### src/rtl/vrbs_pkg.sv
// ----------------------------------------------------------------------------
// vrbs_pkg: shared types and constants of the record byte stack
// sizes of the byte memory, header and read window, command codes, status
// codes and the command word passed from the front end to the back end
// ----------------------------------------------------------------------------
package vrbs_pkg;

  // storage geometry
  localparam int STACK_BYTES  = 1024;
  localparam int HEADER_BYTES = 4;
  localparam int MAX_READ     = 64;

  // fixed field widths
  localparam int REC_LEN_W = 10;
  localparam int REQ_W     = 7;
  localparam int BYTE_W    = 8;

  // derived widths
  localparam int AW     = $clog2(STACK_BYTES);         // memory address
  localparam int TW     = AW + 1;                      // top index, holds STACK_BYTES
  localparam int RA_W   = AW + 2;                      // read address, may run past the end
  localparam int CMP_W  = (TW > REC_LEN_W + 1) ? TW : REC_LEN_W + 1;
  localparam int LEN_W  = 8 * HEADER_BYTES;            // stored length word
  localparam int RW     = $clog2(MAX_READ + 1);        // read byte count
  localparam int HW     = $clog2(HEADER_BYTES + 1);    // header byte counter
  localparam int QDEPTH = 2;                           // command queue depth

  localparam logic [TW-1:0] TOP_RESET = TW'(STACK_BYTES);
  localparam logic [32:0]   HDR_CAP   = (33'd1 << (8 * HEADER_BYTES)) - 33'd1;

  // command codes
  typedef enum logic [1:0] {
    OP_PUSH  = 2'd0,
    OP_POP   = 2'd1,
    OP_PEEK  = 2'd2,
    OP_CLEAR = 2'd3
  } op_e;

  // status codes
  localparam logic [1:0] STAT_OK    = 2'd0;
  localparam logic [1:0] STAT_EMPTY = 2'd1;
  localparam logic [1:0] STAT_FULL  = 2'd2;

  // decoded command
  typedef struct packed {
    op_e                  op;
    logic [BYTE_W-1:0]    data;
    logic                 first;
    logic                 last;
    logic                 bad_len;  // length zero or too big for the header
    logic [CMP_W-1:0]     need;     // record length plus header
    logic [REC_LEN_W-1:0] rlen;
    logic [RW-1:0]        req_n;    // request clipped to the read window
  } cmd_t;

endpackage

### src/rtl/vrbs_front.sv
// ----------------------------------------------------------------------------
// vrbs_front: command decode
// classifies each input transaction and precomputes the state-free checks
// ----------------------------------------------------------------------------
module vrbs_front import vrbs_pkg::*; (
  input  logic                 in_valid_i,
  output logic                 in_ready_o,
  input  logic [1:0]           operation_i,
  input  logic [BYTE_W-1:0]    data_byte_i,
  input  logic                 first_byte_i,
  input  logic                 last_byte_i,
  input  logic [REC_LEN_W-1:0] record_length_i,
  input  logic [REQ_W-1:0]     request_length_i,
  output logic                 cmd_valid_o,
  output cmd_t                 cmd_o,
  input  logic                 cmd_ready_i
);

  logic bad_len;

  assign bad_len = (record_length_i == '0) || ({23'd0, record_length_i} > HDR_CAP);

  always_comb begin
    cmd_o.op      = op_e'(operation_i);
    cmd_o.data    = data_byte_i;
    cmd_o.first   = first_byte_i;
    cmd_o.last    = last_byte_i;
    cmd_o.bad_len = bad_len;
    cmd_o.need    = CMP_W'(record_length_i) + CMP_W'(HEADER_BYTES);
    cmd_o.rlen    = record_length_i;
    if (request_length_i > REQ_W'(MAX_READ)) begin
      cmd_o.req_n = RW'(MAX_READ);
    end else begin
      cmd_o.req_n = RW'(request_length_i);
    end
  end

  assign cmd_valid_o = in_valid_i;
  assign in_ready_o  = cmd_ready_i;

endmodule

### config.mk
export PLATFORM = sky130hd
export DESIGN_NAME = vrbs_front
export DESIGN_NICKNAME = d
export VERILOG_FILES = /design/src/rtl/vrbs_pkg.sv /design/src/rtl/vrbs_front.sv
export SDC_FILE = /design/constraint.sdc
export NUM_CORES = 1
export LEC_CHECK = 0
export ABC_AREA = 1
export BUFFER_PORTS_ARGS = -buffer_cell sky130_fd_sc_hd__buf_2
export CORE_AREA = 2 2 43 45
export DETAILED_ROUTE_END_ITERATION = 8
export DIE_AREA = 0 0 45 47
export PLACE_DENSITY = 0.78
export SYNTH_ARGS = -nofsm -noshare
export SYNTH_HDL_FRONTEND = slang
export SYNTH_SLANG_ARGS = --single-unit
### constraint.sdc
create_clock -name vclk -period 1
set_input_delay 0.15 -clock vclk [all_inputs]
set_output_delay 0.15 -clock vclk [all_outputs]
set_load 0.005 [all_outputs]
Word-level counts from Yosys, hierarchy flattened
Cells that the tools add are included.

Memory bits (writable): 0. Bits in latches: 0. Input bits: 31. Output and inout port bits: 43. Memories: 0. Register bits: 0. Memory bits (read-only): 0.

Multipliers: 0. Shifts and indexed selects: 0. Multiplexer cells: 1. Divide/modulo/power cells: 0. Bitwise gates (word level): 0. $lt $le $gt $ge: 1. Equality and inequality tests: 0. Reductions and logical operators: 1. $add $sub $neg: 1.

Operators by type and width (number): 10-bit by 3-bit adder with 11-bit output (second input constant) (1); 10-bit zero test (1); 7-bit greater-than comparator (second input constant) (1); 7-bit 2-to-1 mux (1).

Longest topological paths before layout
Depth in word-level cells: 2. Mapped depth: 6.

Worst setup path before layout
OpenSTA, ideal clock, no wires.

Path type: input to output. Start point: input port record_length_i[2]. End point: output port cmd_o[27] (netlist bit). Cell stages on the path: 5. Slack: 160 ps. Arrival: 690 ps. Path buffers: 0. Cells stage by stage: ha_1 > nand2_1 > nor2_2 > nand2_2 > nor3_2.

RTL lines: start: declaration (RTL line vrbs_front.sv:12) `input logic [REC_LEN_W-1:0] record_length_i,`; end: declaration (RTL line vrbs_front.sv:15) `output cmd_t cmd_o,`.

==> summary.txt <==
antenna viol nets, final: 0
Critical Path Max Stage Delay: 0.15 ns
met2 routed WL: 628 um
hold slack: 0.300 ns
slowest CP cell: ha_2
commonest non-fill, non-tap cells in the layout: 44 x buf_2, 12 x inv_1, 11 x nand2_1, 5 x nor2_1, 4 x nor2_4
largest net degree at the start of global routing: 8
final hold vios: 0
PwrDens: 365 mW/mm^2
PortBufs: 46
Worst Path Buf+Inv: 4
post-route cell area: 638 sq um
Startpoint Class: input pin
Vias per Instance: 4.26
peak supply drop: 191 uV
routed wire length per instance: 10.1 um
status: completed
DR WL met3: 176 um
Layout Nets: 139
commonest non-fill, non-tap cell in the layout: buf_2
worst-path fanout max: 3
crit-path leading delay family: buffers and inverters
FF/Latch Area: 0 sq um
Worst-Margin Slew: 0.145 ns
WL met1: 407 um
First DRT Iteration DRCs: 0
Layout Area Growth over Synthesis: 34.9%
num sequential: 0
gpl congestion: 0.693
die outline width: 45 um
Final period util: 0.976
global-route usage over all layers: 0.108
# rows: 15
Warnings, synthesis: 0
First-pass DRT Iterations: 1
first-pass GRT wire length: 1760 um
die height: 47 um
highest routed metal layer: met4
total gr overflow: 0
Leak Pwr: 0.389 nW
Critical Path AT: 0.83 ns
Synth Area per Inst: 5.70 sq um
post-place instance area: 541 sq um
initial cell density of the core: 0.286
Cell Area, Synth: 473 sq um
CP Capture Type: output port
syn nets: 116
vias in the first global route: 435
layout cell share with drive strength beyond 1: 0.635
Routed WL: 1220 um
Area contributors post-synth: buf_4 43%, inv_1 11%, nand2_1 9.5%
Yosys cell types: 14
Worst Hold Class: input pin to output port
Clock buffer cells: 0
Die Area: 0.00212 sq mm
worst hold endpoint: cmd_o[29]
Post-CTS Setup Bufs: 0
initial antenna violation count: 0
area of the multi-input gates: 295 sq um
I/O pin count: 74
# diodes: 0
fmax: 1.02 GHz
Crit path required time: 0.85 ns
max-cap violations: 0
crit path cell chain: buf_6, buf_4, inv_2, ha_2, nand2_1, nor2_1, buf_2
DRC Markers: 0
Seq/Total Area, Yosys: 0
critical path class: input pin to output port
Max-Slew Margin vs Limit: 0.904
Yosys top cell area share: 0.429
pins over their slew limit: 0
min Tclk post-route: 0.976 ns
largest area contributor in the netlist: buf_4
core area: 0.00165 sq mm
Hold Crit Start: last_byte_i
filler instances: 191
final setup vio count: 0
routed vias: 515
Hold Path Stages: 0
Syn Inst Count: 83
Util after Layout: 0.386
hpwl dp: 1030 um
RSZ-0062 raised after global routing: true
[worst max path at each step]
stage / from / endpoint / slack [ns] / cells after the start
floorplan: record_length_i[2] / cmd_o[27] / 0.16 / 5
CTS: record_length_i[3] / cmd_o[27] / -0.01 / 7
global placement: record_length_i[2] / cmd_o[27] / -0.07 / 7
finish: record_length_i[2] / cmd_o[28] / 0.02 / 7
detailed placement: record_length_i[2] / cmd_o[27] / -0.10 / 7
global route: record_length_i[3] / cmd_o[27] / -0.06 / 7
[cells by family after synthesis]
kind of cell | share of synthesized area
AO/OA/AOI/OAI | 0.0741
XOR/XNOR | 0.0556
adder cells (fa/ha/maj) | 0.0529
AND/OR/NAND/NOR | 0.270
buffers and inverters | 0.548
[metrics by stage]
stage	setup TNS [ns]	cells	setup slack (ns)	power (mW)
floorplan	0	83	0.160	0.148
global placement	-0.225	121	-0.0683	0.191
detailed placement	-0.479	121	-0.102	0.197
CTS	-0.0131	121	-0.0131	0.218
global route	-0.143	121	-0.0635	0.260
finish	0	121	0.0239	0.233
[timing repair]
item,4_1_cts,5_1_grt
setup endpoints to repair,13,12
hold buffers,0,0
pin swaps,3,4
gates resized for setup,16,11
[cell type report]
type | count | area share
multi-input combinational | 41 | 0.463
timing repair buffer | 49 | 0.422
inverter | 14 | 0.0824
tap | 17 | 0.0333
[synthesized netlist by cell type]
cell type	n
buf_4	27
inv_1	14
nand2_1	12
nor2_1	9
a21oi_1	6
nand3_1	4
xor2_1	3
ha_1	2
clkbuf_1	1
nand2_2	1
nand4_1	1
nor2_2	1
nor3_2	1
o21ai_0	1
[report_power, final]
group	total [mW]	internal [mW]	leakage (nW)	switching (mW)
sequential	0	0	0	0
combinational	0.233	0.113	0.389	0.120
clock	0	0	0	0
[routing by layer]
metal | vias to the layer above | global-route usage
met4 | 0 | 0.0176
met1 | 210 | 0.105
met3 | 4 | 0.0269
met5 | - | 0
met2 | 36 | 0.229
li1 | 265 | -
Note: power is estimated with default switching activity, not from simulation.
