File: config.mk
export PLATFORM = sky130hd
export DESIGN_NAME = vrbs_queue
export DESIGN_NICKNAME = d
export VERILOG_FILES = /design/src/rtl/vrbs_pkg.sv /design/src/rtl/vrbs_queue.sv
export SDC_FILE = /design/constraint.sdc
export NUM_CORES = 1
export LEC_CHECK = 0
export BUFFER_PORTS_ARGS = -buffer_cell sky130_fd_sc_hd__buf_2
export CORE_ASPECT_RATIO = 1.4
export CORE_MARGIN = 5
export CORE_UTILIZATION = 40
export DETAILED_ROUTE_END_ITERATION = 7
export PLACE_DENSITY = 0.63
export SLEW_MARGIN = 20
export SYNTH_ARGS = -nofsm -noshare
export SYNTH_HDL_FRONTEND = slang
export SYNTH_SLANG_ARGS = --single-unit
File: constraint.sdc
create_clock -name clk_i -period 4.9 [get_ports clk_i]
set_input_delay 0.245 -clock clk_i [delete_from_list [all_inputs] [get_ports clk_i]]
set_output_delay 0.245 -clock clk_i [all_outputs]
set_load 0.005 [all_outputs]
File: src/rtl/vrbs_pkg.sv
// ----------------------------------------------------------------------------
// vrbs_pkg: shared types and constants of the record byte stack
// sizes of the byte memory, header and read window, command codes, status
// codes and the command word passed from the front end to the back end
// ----------------------------------------------------------------------------
package vrbs_pkg;

  // storage geometry
  localparam int STACK_BYTES  = 1024;
  localparam int HEADER_BYTES = 4;
  localparam int MAX_READ     = 64;

  // fixed field widths
  localparam int REC_LEN_W = 10;
  localparam int REQ_W     = 7;
  localparam int BYTE_W    = 8;

  // derived widths
  localparam int AW     = $clog2(STACK_BYTES);         // memory address
  localparam int TW     = AW + 1;                      // top index, holds STACK_BYTES
  localparam int RA_W   = AW + 2;                      // read address, may run past the end
  localparam int CMP_W  = (TW > REC_LEN_W + 1) ? TW : REC_LEN_W + 1;
  localparam int LEN_W  = 8 * HEADER_BYTES;            // stored length word
  localparam int RW     = $clog2(MAX_READ + 1);        // read byte count
  localparam int HW     = $clog2(HEADER_BYTES + 1);    // header byte counter
  localparam int QDEPTH = 2;                           // command queue depth

  localparam logic [TW-1:0] TOP_RESET = TW'(STACK_BYTES);
  localparam logic [32:0]   HDR_CAP   = (33'd1 << (8 * HEADER_BYTES)) - 33'd1;

  // command codes
  typedef enum logic [1:0] {
    OP_PUSH  = 2'd0,
    OP_POP   = 2'd1,
    OP_PEEK  = 2'd2,
    OP_CLEAR = 2'd3
  } op_e;

  // status codes
  localparam logic [1:0] STAT_OK    = 2'd0;
  localparam logic [1:0] STAT_EMPTY = 2'd1;
  localparam logic [1:0] STAT_FULL  = 2'd2;

  // decoded command
  typedef struct packed {
    op_e                  op;
    logic [BYTE_W-1:0]    data;
    logic                 first;
    logic                 last;
    logic                 bad_len;  // length zero or too big for the header
    logic [CMP_W-1:0]     need;     // record length plus header
    logic [REC_LEN_W-1:0] rlen;
    logic [RW-1:0]        req_n;    // request clipped to the read window
  } cmd_t;

endpackage

File: src/rtl/vrbs_queue.sv
// ----------------------------------------------------------------------------
// vrbs_queue: command queue
// short fifo that decouples the decode front end from the back end
// ----------------------------------------------------------------------------
module vrbs_queue import vrbs_pkg::*; (
  input  logic clk_i,
  input  logic rst_ni,
  input  logic push_valid_i,
  input  cmd_t push_cmd_i,
  output logic push_ready_o,
  output logic pop_valid_o,
  output cmd_t pop_cmd_o,
  input  logic pop_ready_i
);

  localparam int QPW = (QDEPTH > 1) ? $clog2(QDEPTH) : 1;
  localparam int QCW = $clog2(QDEPTH + 1);

  cmd_t           entry_q [QDEPTH];
  logic [QPW-1:0] wr_ptr_q, wr_ptr_d;
  logic [QPW-1:0] rd_ptr_q, rd_ptr_d;
  logic [QCW-1:0] count_q, count_d;
  logic           do_push, do_pop;

  assign push_ready_o = (count_q != QCW'(QDEPTH));
  assign pop_valid_o  = (count_q != '0);
  assign pop_cmd_o    = entry_q[rd_ptr_q];
  assign do_push      = push_valid_i && push_ready_o;
  assign do_pop       = pop_valid_o && pop_ready_i;

  always_comb begin
    wr_ptr_d = wr_ptr_q;
    rd_ptr_d = rd_ptr_q;
    count_d  = count_q;
    if (do_push) begin
      wr_ptr_d = (wr_ptr_q == QPW'(QDEPTH - 1)) ? '0 : wr_ptr_q + 1'b1;
    end
    if (do_pop) begin
      rd_ptr_d = (rd_ptr_q == QPW'(QDEPTH - 1)) ? '0 : rd_ptr_q + 1'b1;
    end
    if (do_push && !do_pop) begin
      count_d = count_q + 1'b1;
    end else if (do_pop && !do_push) begin
      count_d = count_q - 1'b1;
    end
  end

  always_ff @(posedge clk_i or negedge rst_ni) begin
    if (!rst_ni) begin
      wr_ptr_q <= '0;
      rd_ptr_q <= '0;
      count_q  <= '0;
    end else begin
      wr_ptr_q <= wr_ptr_d;
      rd_ptr_q <= rd_ptr_d;
      count_q  <= count_d;
    end
  end

  always_ff @(posedge clk_i) begin
    if (do_push) begin
      entry_q[wr_ptr_q] <= push_cmd_i;
    end
  end

endmodule

# Yosys cells after proc, flatten, opt, wreduce, memory -nomap -nowiden
# Memory sizes are Yosys's and may differ from the RTL's.
# Cells that the tools add are included.
word_totals:
  in_bits: 45
  elab_cells: 23
  memories: 1
  mem_bits_rw: 82
  output_inout_bits: 43
  reg_bits: 4
memory_table:
  columns: ["name", "depth", "width", "rd", "rd_ports_with_merged_regs", "wr", "line_no", "rtl"]
  rows:
  - ["entry_q", 2, 41, 1, 0, 1, "vrbs_queue.sv:19", "cmd_t entry_q [QDEPTH];"]
classes:
  eq_ne: 1
  addsub: 4
  mux: 6
  n_reduce_logical: 8
op_table:
  columns: ["op", "count"]
  rows:
  - ["1-bit logical AND", 4]
  - ["1-bit 2-to-1 mux", 4]
  - ["2-bit 2-to-1 mux", 2]
  - ["2-bit nonzero test", 2]
  - ["1-bit adder (second input constant)", 2]
  - ["2-bit by 1-bit adder with 2-bit output (second input constant)", 1]
  - ["1-bit logical NOT", 2]
  - ["2-bit inequality test (second input constant)", 1]
  - ["2-bit by 1-bit subtractor with 2-bit output (second input constant)", 1]

# Depth between registers and ports, before layout
# Gate-level depths: netlist of the first run.
depth:
  word_depth: 6
  depth_mapped: 7
  mapped_depth_nobuf: 7

# Least setup slack after synthesis of the first run
# No wires, ideal clock.
synth_timing:
  path_type: "register -> register"
  startpoint: "register count_q[0]"
  endpoint: "memory entry_q[0][0] in the netlist's numbering (enable)"
  stages_incl_launch_ff: 4
  path_buffers: 0
  arrival_time_ps: 2376
  period_less_slack_ps: 2815
  path_slack_ps: 2085
  setup_time_ps: 439
  required_ps: 4461
  cell_sequence: "dfrtp_1 -> nand2b_1 -> nand2_1 -> nor2_1"
synth_between:
  elab_chain_cells: 4
synth_lines:
  columns: ["item", "line_no", "rtl"]
  rows:
  - ["from (decl)", "vrbs_queue.sv:22", "logic [QCW-1:0] count_q, count_d;"]
  - ["from (signal assigned)", "vrbs_queue.sv:56", "count_q <= count_d;"]
  - ["2-bit inequality test", "vrbs_queue.sv:25", "assign push_ready_o = (count_q != QCW'(QDEPTH));"]
  - ["named net push_ready_o", "vrbs_queue.sv:10", "output logic push_ready_o,"]
  - ["1-bit logical AND", "vrbs_queue.sv:28", "assign do_push = push_valid_i && push_ready_o;"]
  - ["1-bit 2-to-1 mux", "vrbs_queue.sv:61", "if (do_push) begin"]
  - ["1-bit 2-to-1 mux (implied by the code)", "vrbs_queue.sv:62", "entry_q[wr_ptr_q] <= push_cmd_i;"]
  - ["to (decl)", "vrbs_queue.sv:19", null]
# The timed path passes the listed nets, and every way through them passes these cells.

==> metrics.txt, run 1 <==
core area roughly 8200 um2; Compound-Gate Fraction of Synth Area 0%; Hold Fails Final Rpt 0; WL final 5650 um; Via density about 4.6; CP startpoint kind register; CTS tree yes; Final period util between 40% and 50%; Reg clk slew, reported paths 60 ps; Routed Antenna Nets 0; post-cts resize count 0; largest cells by area after synthesis edfxtp_1, mux2_4, dfrtp_1, buf_12, xnor2_1; synthesized instance count between 100 and 150; P&R area growth vs syn 22.4%; # IOs 88; Max Cap Viol 0; Synth Warn # 0; worst skew pair latency 330 ps; nets 288; PwrDens 578 nW/um2; PortBufs slightly below 90; Peak VDD IR ~0.5 mV; Die H ~120 um; Die Wd 87.4 um; hold_buf cts 1; fmax between 0.4 and 0.5 GHz; Diodes inserted 0; design area approximately 4100 um2; clock sink count 86; FP Rows 39; die area just over 10000 um2; global-route wire length before repair about 8700 um; Slew Viols, Final 0; RD Place Congestion 0.711; H-tree depth 3; main combinational cell family by area after synthesis multiplexers; mux cell area share after synthesis between 10% and 20%; vias in the first global route between 1.5k and 2k; Area after DPL 3850 um2; CP Capture Type primary output; Worst EP arrival approximately 2100 ps; setup TNS 0 ps; pin count of the biggest net entering global routing between 40 and 50; hold_sp push_cmd_i[20]; area share of the largest cell type after synthesis 73.4%; routed vias ~1.6k; dpl hpwl roughly 3900 um; status completed; Syn Std Cell Area about 3400 um2; worst clock skew slightly below 5 ps; share of layout cells above drive strength 1 58.8%; final setup vio count 0; CTS root buf clkbuf_16; Residual DRC 0; CTS Buffer Depth 2; Yosys cell types 15; Least-Margin Pin Slew between 1000 and 1500 ps; RSZ-0062 raised after global routing no; commonest non-fill, non-tap cell in the layout buf_2; worst-path fanout max 23; Setup Crit Path Kind reg -> out; CTS Buf Count 9; initial antenna violation count 0; Leakage around 1.7 nW; post-synthesis sequential area ratio approximately 76%; simple-gate portion of the synthesized area between 1 and 1.5%; Critical Path RT 4660 ps; most frequent cells in the layout buf_2, edfxtp_1, mux2_4; RR Startpoint count_q[0]$_DFFE_PN0P_; hold crit path type in -> reg; max_slew headroom between 30% and 40%; effective utilization at floorplan between 40% and 50%; post-synth net total 192; wire length per cell between 15 and 20 um; xor/xnor share of the synthesized area under 10%; reg-to-reg setup timing slack between 2000 and 3000 ps; post-CTS setup buffers 0; Synth Register Bits between 80 and 90; area leader, netlist edfxtp_1; Congestion Overflow GR 0; total track usage a little under an eighth; mean post-synth cell area 23.0 um2; CP startpoint rd_ptr_q$_DFFE_PN0P_; DR iter-0 viols 66; Min Clock Period, post-route between 2000 and 2500 ps; adder-cell share of the synthesized area less than 1%; DRT Pass-1 Iters 4
## cell usage after synthesis
library cell and n:
xnor2_1 3, nand2_1 2, or2_1 1, and3_1 1
nor2_1 2, inv_1 1, nand2b_1 1, dfrtp_1 4
mux2_2 2, edfxtp_1 82, mux2_4 39, buf_12 4
buf_6 1, xor2_1 2, ha_1 1
## per-stage QoR
| step | instances | setup WS (ps) | power, mW | hold WS [ps] | utilization, % |
|---|---|---|---|---|---|
| 2_1_floorplan | 146 | 2080 | 1.64 | -50.6 | - |
| 5_1_grt | 347 | 2440 | 2.51 | 85.7 | 50.1 |
| 3_5_place_dp | 332 | 2860 | 1.84 | 56.6 | 47.0 |
| 4_1_cts | 347 | 2490 | 2.42 | 88.8 | 50.1 |
| 3_3_place_gp | 332 | 2860 | 1.83 | 53.4 | 47.0 |
| 6_report | 347 | 2550 | 2.37 | 102 | 50.1 |
## layer usage
metal,GRT usage [%],up-vias,wire (um)
met5,0,-,0
li1,-,759,-
met1,12.0,788,2090
met4,6.33,0,141
met3,4.18,12,363
met2,20.0,47,3050
## layout make-up
| class | instances | area [um2] |
|---|---|---|
| sequential | 86 | 2560 |
| clock inverter | 3 | 13.8 |
| clock buffer | 11 | 233 |
| tap | 102 | 128 |
| timing repair buffer | 90 | 460 |
| fill | 709 | 4090 |
| inverter | 1 | 3.75 |
| multi-input combinational | 54 | 707 |
## registers in the layout, indices dropped and copies added, names as in the netlist
name      flops
wr_ptr_q      1
rd_ptr_q      1
entry_q      82
count_q       2
## logic make-up after synthesis
family,Yosys count
muxes,41
DFF,86
buffers and inverters,6
xor gates and xnor gates,5
and+or+nand+nor,7
adders and majority gates,1
## critical path: stages (launching register included)
cell,delay [ps]
dfrtp_2,810
buf_4,480
mux2_4,340
buf_2,130
## report_power, final
part | internal [mW] | switching, mW | leakage, nW
combinational | 0.404 | 0.297 | 0.733
clock | 0.333 | 0.232 | 0.123
sequential | 1.01 | 0.0969 | 0.807
total | 1.75 | 0.626 | 1.66
## worst paths after layout
| path | to | cells after the start |
|---|---|---|
| worst max-delay path | pop_cmd_o[22] | 3 |
| worst min-delay path | entry_q[0][20]$_DFFE_PP_ | 1 |
| worst max register to register | entry_q[0][6]$_DFFE_PP_ | 4 |
| worst min register to register | count_q[1]$_DFFE_PN0P_ | 1 |
| max in group asynchronous | rd_ptr_q$_DFFE_PN0P_ | 2 |
| min in group asynchronous | count_q[1]$_DFFE_PN0P_ | 2 |
Power figures use the tool's default switching activity.
==> inputs of run 2 (changes only) <==
--- a/config.mk
+++ b/config.mk
@@ -5,6 +5,7 @@
 export SDC_FILE = /design/constraint.sdc
 export NUM_CORES = 1
 export LEC_CHECK = 0
+export ABC_AREA = 1
 export BUFFER_PORTS_ARGS = -buffer_cell sky130_fd_sc_hd__buf_2
 export CORE_ASPECT_RATIO = 1.4
 export CORE_MARGIN = 5
==> constraint.sdc (replaced) <==
create_clock -name clk_i -period 2.35 [get_ports clk_i]
set_input_delay 0.1175 -clock clk_i [delete_from_list [all_inputs] [get_ports clk_i]]
set_output_delay 0.1175 -clock clk_i [all_outputs]
set_load 0.005 [all_outputs]
==> run 2 against run 1 <==
- area after synthesis fell by 0.56%
- total power rose by 110%
- routed wire length rose by 14%
- first-iteration DRC count rose by 47%
- non-clock buffer count rose by 43
- cell count rose by 39%
- via count rose by 31%
- clock power rose by 110%
- critical path type unchanged
- largest power group unchanged
==> metrics.txt, run 2 <==
status completed; Reg with most FFs entry_q; Leakage just under 2 nW; DRT Pass-1 Iters 4; Slew Viols, Final 0; global-route wire length before repair ~10000 um; largest cells by area after synthesis edfxtp_1, nand2_1, nand2_2, dfrtp_1, clkbuf_8; post-synthesis sequential area ratio about three quarters; RD Place Congestion roughly 0.67; worst clock skew about 6.0 ps; Routed Antenna Nets 0; synthesized instance count 243; Cells after DPL about 430; sequential share of power between 40% and 50%; commonest non-fill, non-tap cell in the layout nand2_1; most frequent cells in the layout nand2_1, buf_2, edfxtp_1; vias in the first global route between 2k and 2.5k; Worst EP arrival ~1700 ps; P&R area growth vs syn 34.9%; effective utilization at floorplan 40.9%; Async S/R FF share, synth under 10%; mean post-synth cell area 13.7 um2; Yosys cell types 17; xor/xnor share of the synthesized area less than 1%; Via density about 4.3; H-tree depth 3; fin cells between 400 and 500; Syn Std Cell Area ~3300 um2; pin count of the biggest net entering global routing between 40 and 50; area share of the largest cell type after synthesis between 70% and 80%; Least-Margin Pin Slew around 550 ps; dpl hpwl 4060 um; PortBufs 87; Min Clock Period, post-route 1780 ps; routed vias ~2.1k; CTS tree yes; adder-cell share of the synthesized area 0.375%; hold crit path type in -> reg; wire length per cell 13.3 um; Setup Crit Path Kind reg -> out; CP startpoint kind register; Max Cap Viol 0; worst-path fanout max 25; Switching Share a little under a third; simple-gate portion of the synthesized area between 10% and 20%; Diodes inserted 0; final setup vio count 0; core area between 8000 and 9000 um2; number of flip-flops under the largest register name 82; clock share of power 23.9%; Residual DRC 0; CTS Buf Count 9; DR iter-0 viols between 90 and 100; area leader, netlist edfxtp_1; CP Capture Type primary output; combinational share of power around 31%; clock sink count 86; Final period util about three quarters; main combinational cell family by area after synthesis simple AND/OR/NAND/NOR gates; total track usage between 10% and 20%; CTS Buffer Depth 2; # IOs 88; switching pwr 1.59 mW; Post-synth top cells nand2_1, edfxtp_1, nand2_2; max_slew headroom around 63%; Critical Path RT roughly 2200 ps; Die H around 120 um; Hold Fails Final Rpt 0; post-cts resize count 0; count leader, synth nand2_1; Synth Warn # 0; Peak VDD IR ~0.61 mV; Compound-Gate Fraction of Synth Area 0%; mux cell area share after synthesis 0%; Reg clk slew, reported paths 50 ps; WL final approximately 6400 um; share of layout cells above drive strength 1 34.3%; nets 424; die area 10300 um2; Post-synth EDFFs 82; initial antenna violation count 0; RSZ-0062 raised after global routing no; reg-to-reg setup timing slack 800 ps; CTS root buf clkbuf_16; Main synth FF type edfxtp_1; hold_buf cts 40; Synth Register Bits 86; post-synth net total 289; PwrDens 1110 nW/um2; Die Wd just under 90 um; fmax roughly 0.56 GHz; top flop regs entry_q (82), count_q (2); post-CTS setup buffers 0; worst skew pair latency approximately 320 ps; Congestion Overflow GR 0; Final Util approximately 55%; P_int between 3 and 4 mW; FP Rows 39; fillers around 670
## run 2: cell types whose count changed after synthesis, moves of 4 or more
cell	change
clkbuf_8	+4
mux2_4	-39
nand2_1	+111
nand2_2	+18
## run 2: path summary, 6_finish.rpt
path                                   startpoint                  endpoint  depth (start not counted)
hold / removal                        pop_ready_i      rd_ptr_q$_DFFE_PN0P_                          3
max in group asynchronous                  rst_ni      rd_ptr_q$_DFFE_PN0P_                          2
setup / recovery             rd_ptr_q$_DFFE_PN0P_             pop_cmd_o[11]                          4
min in group asynchronous                  rst_ni    count_q[0]$_DFFE_PN0P_                          2
setup reg to reg           count_q[0]$_DFFE_PN0P_  entry_q[0][30]$_DFFE_PP_                          5
hold reg to reg            count_q[0]$_DFFE_PN0P_    count_q[0]$_DFFE_PN0P_                          1
## run 2: cell families after synthesis
family,after synthesis
xor gates and xnor gates,2
and+or+nand+nor,138
adders and majority gates,1
buffers and inverters,16
DFF,86
## run 2: metrics by stage
stage	instance area, um2	TNS [ps]	total power [mW]	setup slack (ps)	hold slack [ps]
after floorplan	3340	-32480	3.30	-396	-178
after global placement	3830	0	3.80	821	-68.9
after detailed placement	3830	0	3.83	808	-64.1
after CTS	4480	0	5.09	497	2.90
after global routing	4500	0	5.34	412	72.7
final	4500	0	4.99	572	81.6
## run 2: area by class of cell
class | count | area [um2] | area share (%)
inverters | 7 | 33.8 | 0.750
well taps | 102 | 128 | 2.83
clock inverters | 6 | 30.0 | 0.667
clock buffers | 9 | 225 | 5.00
multi-input cells | 141 | 636 | 14.1
flip-flops and latches | 86 | 2560 | 56.9
repair buffers | 133 | 886 | 19.7
## run 2: routing by layer
metal | GRT usage [%] | share of wire, % | routed length, um | vias to the layer above
met5 | 0 | 0 | 0 | -
met4 | 7.01 | 2.6 | 170 | 0
met3 | 2.03 | 4.6 | 293 | 12
met2 | 24.2 | 56 | 3580 | 54
met1 | 13.8 | 37 | 2370 | 955
li1 | - | - | - | 1079
## run 2: worst max-delay path, cell delays in order (launching register included)
cell and delay [ps]:
dfrtp_2 710, buf_4 340, nand2_1 70, nand2_1 90, buf_2 120
## run 2: power groups by stage
stage / sequential (mW) / clock [mW] / combinational, mW
after global routing: 2.32 / 1.28 / 1.74
after floorplan: 2.23 / 0 / 1.07
after global placement: 2.30 / 0 / 1.50
after detailed placement: 2.31 / 0 / 1.52
final: 2.28 / 1.19 / 1.52
after CTS: 2.28 / 1.23 / 1.58
==> inputs of run 3 (changes only) <==
==> constraint.sdc (replaced) <==
create_clock -name clk_i -period 1.7 [get_ports clk_i]
set_input_delay 0.085 -clock clk_i [delete_from_list [all_inputs] [get_ports clk_i]]
set_output_delay 0.085 -clock clk_i [all_outputs]
set_load 0.005 [all_outputs]
==> run 3 against run 2 <==
- sequential share of layout area down 0.78 points
- cell count up 0.62%
- setup slack got worse by 400 ps
- combinational power up 45%
- flip-flop and latch count did not move
- first-iteration DRC count is 2.1% lower
- routed wire length is 0.59% lower
- die area unchanged
- largest power group unchanged
- highest routed layer unchanged
==> metrics.txt, run 3 (same netlist as run 2, synthesis figures left out) <==
commonest non-fill, non-tap cell in the layout nand2_1; total track usage 13.2%; Hold Fails Final Rpt 0; final setup vio count 0; Reg with most FFs entry_q; hold crit path type in -> reg; status completed; top flop regs entry_q (82), count_q (2); Leakage approximately 2.0 nW; RSZ-0062 raised after global routing no; Critical Path RT around 1600 ps; clock sink count 86; Setup WS post-layout 174 ps; Die H roughly 120 um; DRT Pass-1 Iters 4; pin count of the biggest net entering global routing 43; WL final about 6400 um; CP top delay family flip-flops; post-cts resize count 0; Max Used Layer met4; Setup Crit Path Kind reg -> out; worst clock skew ~6.9 ps; Congestion Overflow GR 0; WL met1 approximately 2400 um; most frequent cells in the layout nand2_1, buf_2, edfxtp_1; RD Place Congestion 0.656; DR iter-0 viols between 90 and 100; CP dominant cell by count nand2_1; CTS root buf clkbuf_16; max_slew headroom approximately 79%; Worst path slowest cell dfrtp_2; FP Rows 39; fillers 684; routed vias 2136; Die Wd just under 90 um; share of layout cells above drive strength 1 roughly a third; setup TNS 0 ps; total power about 7 mW; fmax approximately 0.66 GHz; P&R area growth vs syn 36.8%; initial antenna violation count 0; # IOs 88; CTS tree yes; nets around 430; Min Clock Period, post-route 1530 ps; worst skew pair latency about 330 ps; Worst EP arrival 1440 ps; effective utilization at floorplan slightly above 40%; CTS Buffer Depth 2; H-tree depth 3; dpl hpwl ~4200 um; core area between 8000 and 9000 um2; PwrDens around 1600 nW/um2; Via density 4.39; WL met2 3450 um; wire length per cell 13.1 um; number of flip-flops under the largest register name between 80 and 90; vias in the first global route around 2.2k; CP Capture Type primary output; Place WS between 200 and 300 ps; Diodes inserted 0; Max Cap Viol 0; worst path cell trace buf_4 -> nand2_1 -> nand2_1 -> buf_2; Routed Antenna Nets 0; CTS Buf Count 9; CP bufs+invs 2; Residual DRC 0; die area 10300 um2; Peak VDD IR 0.917 mV; global-route wire length before repair ~10000 um; Final period util between 80% and 90%; Least-Margin Pin Slew 317 ps; WL met3 between 400 and 500 um; worst-path fanout max 21; CP startpoint kind register; Max stage delay on crit path ~530 ps; Slew Viols, Final 0; PortBufs between 80 and 90; Reg clk slew, reported paths around 60 ps
run 3: changes by cell type in the layout (fill, tap and decap cells not counted):
| cell | before | now |
|---|---|---|
| clkinvlp_4 | 1 | 0 |
| bufinv_16 | 0 | 1 |
| buf_4 | 4 | 5 |
| clkinv_4 | 0 | 2 |
| clkinv_2 | 3 | 2 |
| buf_12 | 0 | 1 |
run 3: area by class of cell:
type	instances	area (um2)	share of cell area, %
clock buffer	9	225	4.93
timing repair buffer	135	913	20.0
multi-input combinational	141	636	13.9
clock inverter	7	65.1	1.43
inverter	7	33.8	0.740
tap	102	128	2.80
sequential	86	2560	56.2
run 3: worst reg2reg max path: cells and delay by family (launching register included):
family,cells,cell delay [ps]
adder cells (fa/ha/maj),1,310
flip-flops,1,410
AND/OR/NAND/NOR,5,360
buffers and inverters,3,250
run 3: per-stage QoR:
| step | std cells | hold WS, ps | utilization (%) | instance area [um2] |
|---|---|---|---|---|
| 2_1_floorplan | 243 | -211 | - | 3340 |
| 3_3_place_gp | 429 | -102 | 47.3 | 3850 |
| 3_5_place_dp | 429 | -98.5 | 47.3 | 3850 |
| 4_1_cts | 487 | 29.2 | 56.0 | 4560 |
| 5_1_grt | 487 | 35.6 | 56.0 | 4560 |
| 6_report | 487 | 32.3 | 56.0 | 4560 |
run 3: final timing paths:
check,start,end,slack [ps],depth (start not counted)
worst min-delay path,pop_ready_i,rd_ptr_q$_DFFE_PN0P_,30,3
min in group asynchronous,rst_ni,count_q[0]$_DFFE_PN0P_,110,2
worst max register to register,count_q[0]$_DFFE_PN0P_,count_q[1]$_DFFE_PN0P_,280,9
max in group asynchronous,rst_ni,rd_ptr_q$_DFFE_PN0P_,1450,2
worst min register to register,count_q[0]$_DFFE_PN0P_,count_q[0]$_DFFE_PN0P_,540,1
worst max-delay path,rd_ptr_q$_DFFE_PN0P_,pop_cmd_o[8],170,4
run 3: report_power, final:
part	internal, mW	leakage (nW)	switching, mW	total, mW
registers	2.90	0.809	0.191	3.09
clock network	1.13	0.144	0.733	1.86
logic	0.883	1.02	1.33	2.21
run 3: repair_timing:
action                                 4_1_cts  5_1_grt
hold buffers                                42        0
endpoints found under the hold margin       86        0
buffers inserted                             0        0
run 3: per-layer routing:
metal	track usage (%)	vias to the layer above
met1	14.6	981
met2	23.3	61
met4	5.18	0
met5	0	-
met3	3.64	8
li1	-	1086
